--- src/sv/spct_pkg.sv ---
`default_nettype none
package spct_pkg;
  localparam int CoordBits = 16;
  typedef logic signed [CoordBits-1:0] coord_t;
  typedef logic signed [CoordBits:0] diff_t;
  typedef logic signed [2*CoordBits+1:0] prod_t;
  typedef logic signed [2*CoordBits+3:0] acc_t;

  typedef enum logic [2:0] {
    ACT_PT_RECT   = 3'd0,
    ACT_PT_CIRC   = 3'd1,
    ACT_SEG_SEG   = 3'd2,
    ACT_CIRC_CIRC = 3'd3,
    ACT_RECT_RECT = 3'd4,
    ACT_CIRC_SEG  = 3'd5,
    ACT_RECT_CIRC = 3'd6
  } action_t;
endpackage
`default_nettype wire

--- src/sv/spct_mul.sv ---
`default_nettype none
// registered signed multiplier with enable
module spct_mul import spct_pkg::*; (
  input  wire logic  clk,
  input  wire logic  en,
  input  wire diff_t a,
  input  wire diff_t b,
  output prod_t      p
);
  always_ff @(posedge clk) begin
    if (en) begin
      p <= prod_t'(a) * prod_t'(b);
    end
  end
endmodule
`default_nettype wire

--- config.mk ---
export PLATFORM = sky130hd
export DESIGN_NAME = spct_mul
export DESIGN_NICKNAME = d
export VERILOG_FILES = /design/src/sv/spct_pkg.sv /design/src/sv/spct_mul.sv
export SDC_FILE = /design/constraint.sdc
export NUM_CORES = 1
export LEC_CHECK = 0
export ABC_CLOCK_PERIOD_IN_PS = 7600
export BUFFER_PORTS_ARGS = -buffer_cell sky130_fd_sc_hd__buf_2
export CAP_MARGIN = 20
export CORE_MARGIN = 8
export CORE_UTILIZATION = 30
export CTS_CLUSTER_SIZE = 14
export DETAILED_ROUTE_END_ITERATION = 12
export PLACE_DENSITY = 0.55
export SLEW_MARGIN = 20
export SYNTH_ARGS = -nofsm -noshare
export SYNTH_HDL_FRONTEND = slang
export SYNTH_SLANG_ARGS = --single-unit
--- constraint.sdc ---
create_clock -name clk -period 7.6 [get_ports clk]
set_input_delay 1.52 -clock clk [delete_from_list [all_inputs] [get_ports clk]]
set_output_delay 1.52 -clock clk [all_outputs]
set_load 0.02 [all_outputs]
# == Word-level counts from Yosys, hierarchy flattened ==
# Cells that the tools add are included.
# word_totals
register_bits,34
input_bits,36
out_inout_bits,34
elab_cells,2
# classes
multipliers,1
# ops
op,n
17-bit by 17-bit multiplier with 34-bit output,1

# == Longest topological paths before layout ==
# logic_depth
word_depth,1
mapped_depth,24
mapped_depth_nobuf,22

# == Worst setup path before layout ==
# Ideal clock, no wire load.
# synth_path
path_kind,in2reg
start,input port b[8]
end,register p[31] (data pin)
setup_ps,262
t_arrival_ps,7235
required_ps,7338
slack_ps,103
stages,24
n_path_buf,3
path_cell_list,clkbuf_1 clkbuf_1 nand2_1 fa_1 inv_1 fa_1 inv_1 fa_1 inv_1 fa_1 fa_1 inv_1 fa_1 inv_1 ha_1 buf_6 a21oi_2 nand2_1 a221oi_2 a311oi_1 or4b_4 a31oi_4 o21bai_1 xor2_1
# synth_via
elab_chain_len,1
# synth_lines
item,line_no,rtl
from (decl),spct_mul.sv:7,"input wire diff_t b,"
17-bit by 17-bit multiplier with 34-bit output,spct_mul.sv:12,p <= prod_t'(a) * prod_t'(b);
to (signal assigned),spct_mul.sv:12,
to (decl),spct_mul.sv:8,output prod_t p
# Every way passes these cells.
# A chain may end at the register's enable or synchronous reset.

# == Worst setup path in the final report ==
# layout_path
start,input port b[9]
end,register p[31] (data pin)
# Same word-level chain as after synthesis.

==> reports/metrics.yaml <==
outcome:
  outcome: "completed"
placement:
  hpwl_mm: 25.6
  dpl_cell_area_sq_mm: 0.0132
  place_congestion: 0.824
  io_buffers: 69
sta:
  slew_violations: 0
  tightest_slew_ns: 0.822
  finalCritPeriodShare: 0.956
  setup-violations-final: 0
  max_slew_margin: 0.452
  fin_setup_tns_ns: 0
  timing.fmax_mhz: 138
  rsz0062_at_grt: "false"
  final-hold-violation-count: 0
  finalCriticalPeriod_ns: 7.26
synthesis:
  synth_area_per_cell_sq_um: 9.67
  synthAdderAreaFrac: 0.584
  synth-simple-area-share: 0.150
  seq_area_frac_synth: 0.0852
  netlist_area_sq_mm: 0.0120
  synth-seq-cells: 34
  syn_inst: 1238
  ys_warn_count: 0
  synth_edf_count: 34
  synth.net_count: 1655
  synth_xor_area_frac: 0.0219
  muxShareOfSynthArea: 0.000836
  yosysUniqueCellTypes: 50
  async_flop_share: 0
  synth-main-ff-cell: "edfxtp_1"
  synth_compound_area_frac: 0.0466
  synth_top_family_by_area: "adder cells"
worst_setup_path:
  start_kind: "primary input"
  crit_type: "primary input to flip-flop"
  endpoint_kind: "flip-flop"
  slowest_stage: "fa_1"
  crit_path_frequent_cell: "fa_1"
  crit_fanout: 13
  cp.arrival_ns: 7.30
  cp_cell_sequence: "buf_2 > buf_4 > nand2_1 > fa_1 > inv_1 > fa_1 > fa_1 > fa_1 > fa_1 > inv_1 > fa_1 > inv_1 > ha_1 > and4_1 > a221oi_2 > a311oi_1 > or4b_4 > a31oi_4 > o21bai_1 > xor2_1"
  critPathRequiredTime_ns: 7.64
  critPathMaxStageDelay_ns: 0.58
global_route:
  grt_pass1_vias: 9021
  grt_usage: 0.124
  grt_start_max_net_pins: 35
  antenna_found_initial: 1
  grt_pass1_wl_mm: 46.8
  grt_overflow: 0
cells_and_area:
  final_util: 0.338
  syn2layout_area_growth_pct: 11.8
  reg.largest.list: "p: 34 flops"
  largest_reg_flops: 34
  stdcell_area_sq_mm: 0.0134
  nets: 1746
  drive_above_1_share: 0.105
  regMostFlops: "p"
route:
  ant_nets: 0
  vias: 8317
  drt_pre_antenna_iters: 7
  routed_wirelength_mm: 28.1
  vias_per_cell: 4.48
  drcViolationCount: 0
  drt_iter0_markers: 430
  post_drt_wl_per_cell_um: 15.1
clocking:
  cts.repair.resized: 0
  cts.clk_slew.worst_paths_ns: 0.06
  cts.hold.buffers_added: 0
  tritoncts: "done"
  cts.sinks: 34
  cts_buffer_depth: 2
  cts_made_buffers: 5
  root_buffer: "clkbuf_16"
  h-tree-depth: 2
  post_cts_buffers: 0
floorplanning:
  ioPinCount: 70
  fp.dieH_um: 216
  start_util: 0.303
  die-area_sq_mm: 0.0466
  die_w_um: 216
  core_sq_mm: 0.0395
  num_rows: 73
min_path:
  worstHoldPathCells: 2
  hold_class: "primary input to flip-flop"
job:
  max_cap_viol_count: 0
-- through the flow --
stage	hold slack, ns	setup WS (ns)	std cells
floorplan	1.63	0.103	1238
global placement	1.97	0.132	1847
detailed placement	1.97	0.0252	1847
CTS	1.81	0.330	1855
global route	1.83	0.143	1855
finish	1.80	0.336	1856
-- kinds of logic after synthesis --
kind of cell	after synthesis
adder cells (fa/ha/maj)	381
AND/OR/NAND/NOR	356
buffers and inverters	354
AO/OA/AOI/OAI	82
flip-flops	34
XOR/XNOR	30
multiplexers	1
-- critical path: cells and delay by family --
| family | cells | cell delay, ns |
|---|---|---|
| buffers and inverters | 5 | 0.57 |
| xor gates and xnor gates | 1 | 0.14 |
| and+or+nand+nor | 3 | 0.88 |
| AOI/OAI and AO/OA | 4 | 0.92 |
| adders and majority gates | 7 | 3.27 |
-- metal layers --
| metal | GRT usage | part of all wire | vias to the layer above |
|---|---|---|---|
| met5 | 0 | 0 | - |
| met4 | 0.00862 | 0.0058 | 0 |
| met3 | 0.0172 | 0.047 | 12 |
| met2 | 0.225 | 0.52 | 166 |
| met1 | 0.161 | 0.42 | 4310 |
| li1 | - | - | 3829 |
-- Yosys cell counts (5+ instances only) --
cell type,count,share of area
a21o_1,10,0.0063
a21oi_1,17,0.0071
and2_1,148,0.077
clkbuf_1,39,0.012
edfxtp_1,34,0.085
fa_1,296,0.49
ha_1,85,0.089
inv_1,311,0.097
nand2_1,142,0.045
nand3_1,8,0.0033
nand4_1,5,0.0026
nor2_1,32,0.010
o21a_1,6,0.0038
o21ai_0,16,0.0067
xnor2_1,26,0.019
-- cell type report --
cell class	count	area, sq um
fill	4101	26200
multi-input combinational	850	9620
inverter	311	1170
sequential	34	1020
timing repair buffer	127	781
tap	525	657
clock buffer	5	125
clock inverter	3	16.3
antenna	1	2.50
-- final timing paths --
check	end	start	slack (ns)
worst min-delay path	p[0]	b[0]	1.80
worst max-delay path	p[31]	b[9]	0.34
-- cells in the final DEF, fill, tap and decap left out, types with 3 or more instances in the layout --
cell	Yosys	layout
a21oi_1	17	17
xnor2_1	26	26
xor2_1	4	4
fa_1	296	296
nor2_1	32	32
nor2b_1	4	4
a21o_1	10	10
ha_1	85	85
clkbuf_16	0	5
o21ai_0	16	16
o21ai_1	3	3
a31oi_1	4	4
nand2b_1	3	3
inv_1	311	311
nand4_1	5	5
and2_1	148	148
a211oi_1	4	4
nand3_1	8	8
nor3_1	4	4
buf_2	1	69
edfxtp_1	34	34
nand2_1	142	142
o21a_1	6	6
buf_4	0	58
o211ai_1	4	4
Power is left out: the tool's default activity adds up to more than one toggle a clock period on the data nets, which glitch-free logic cannot reach.
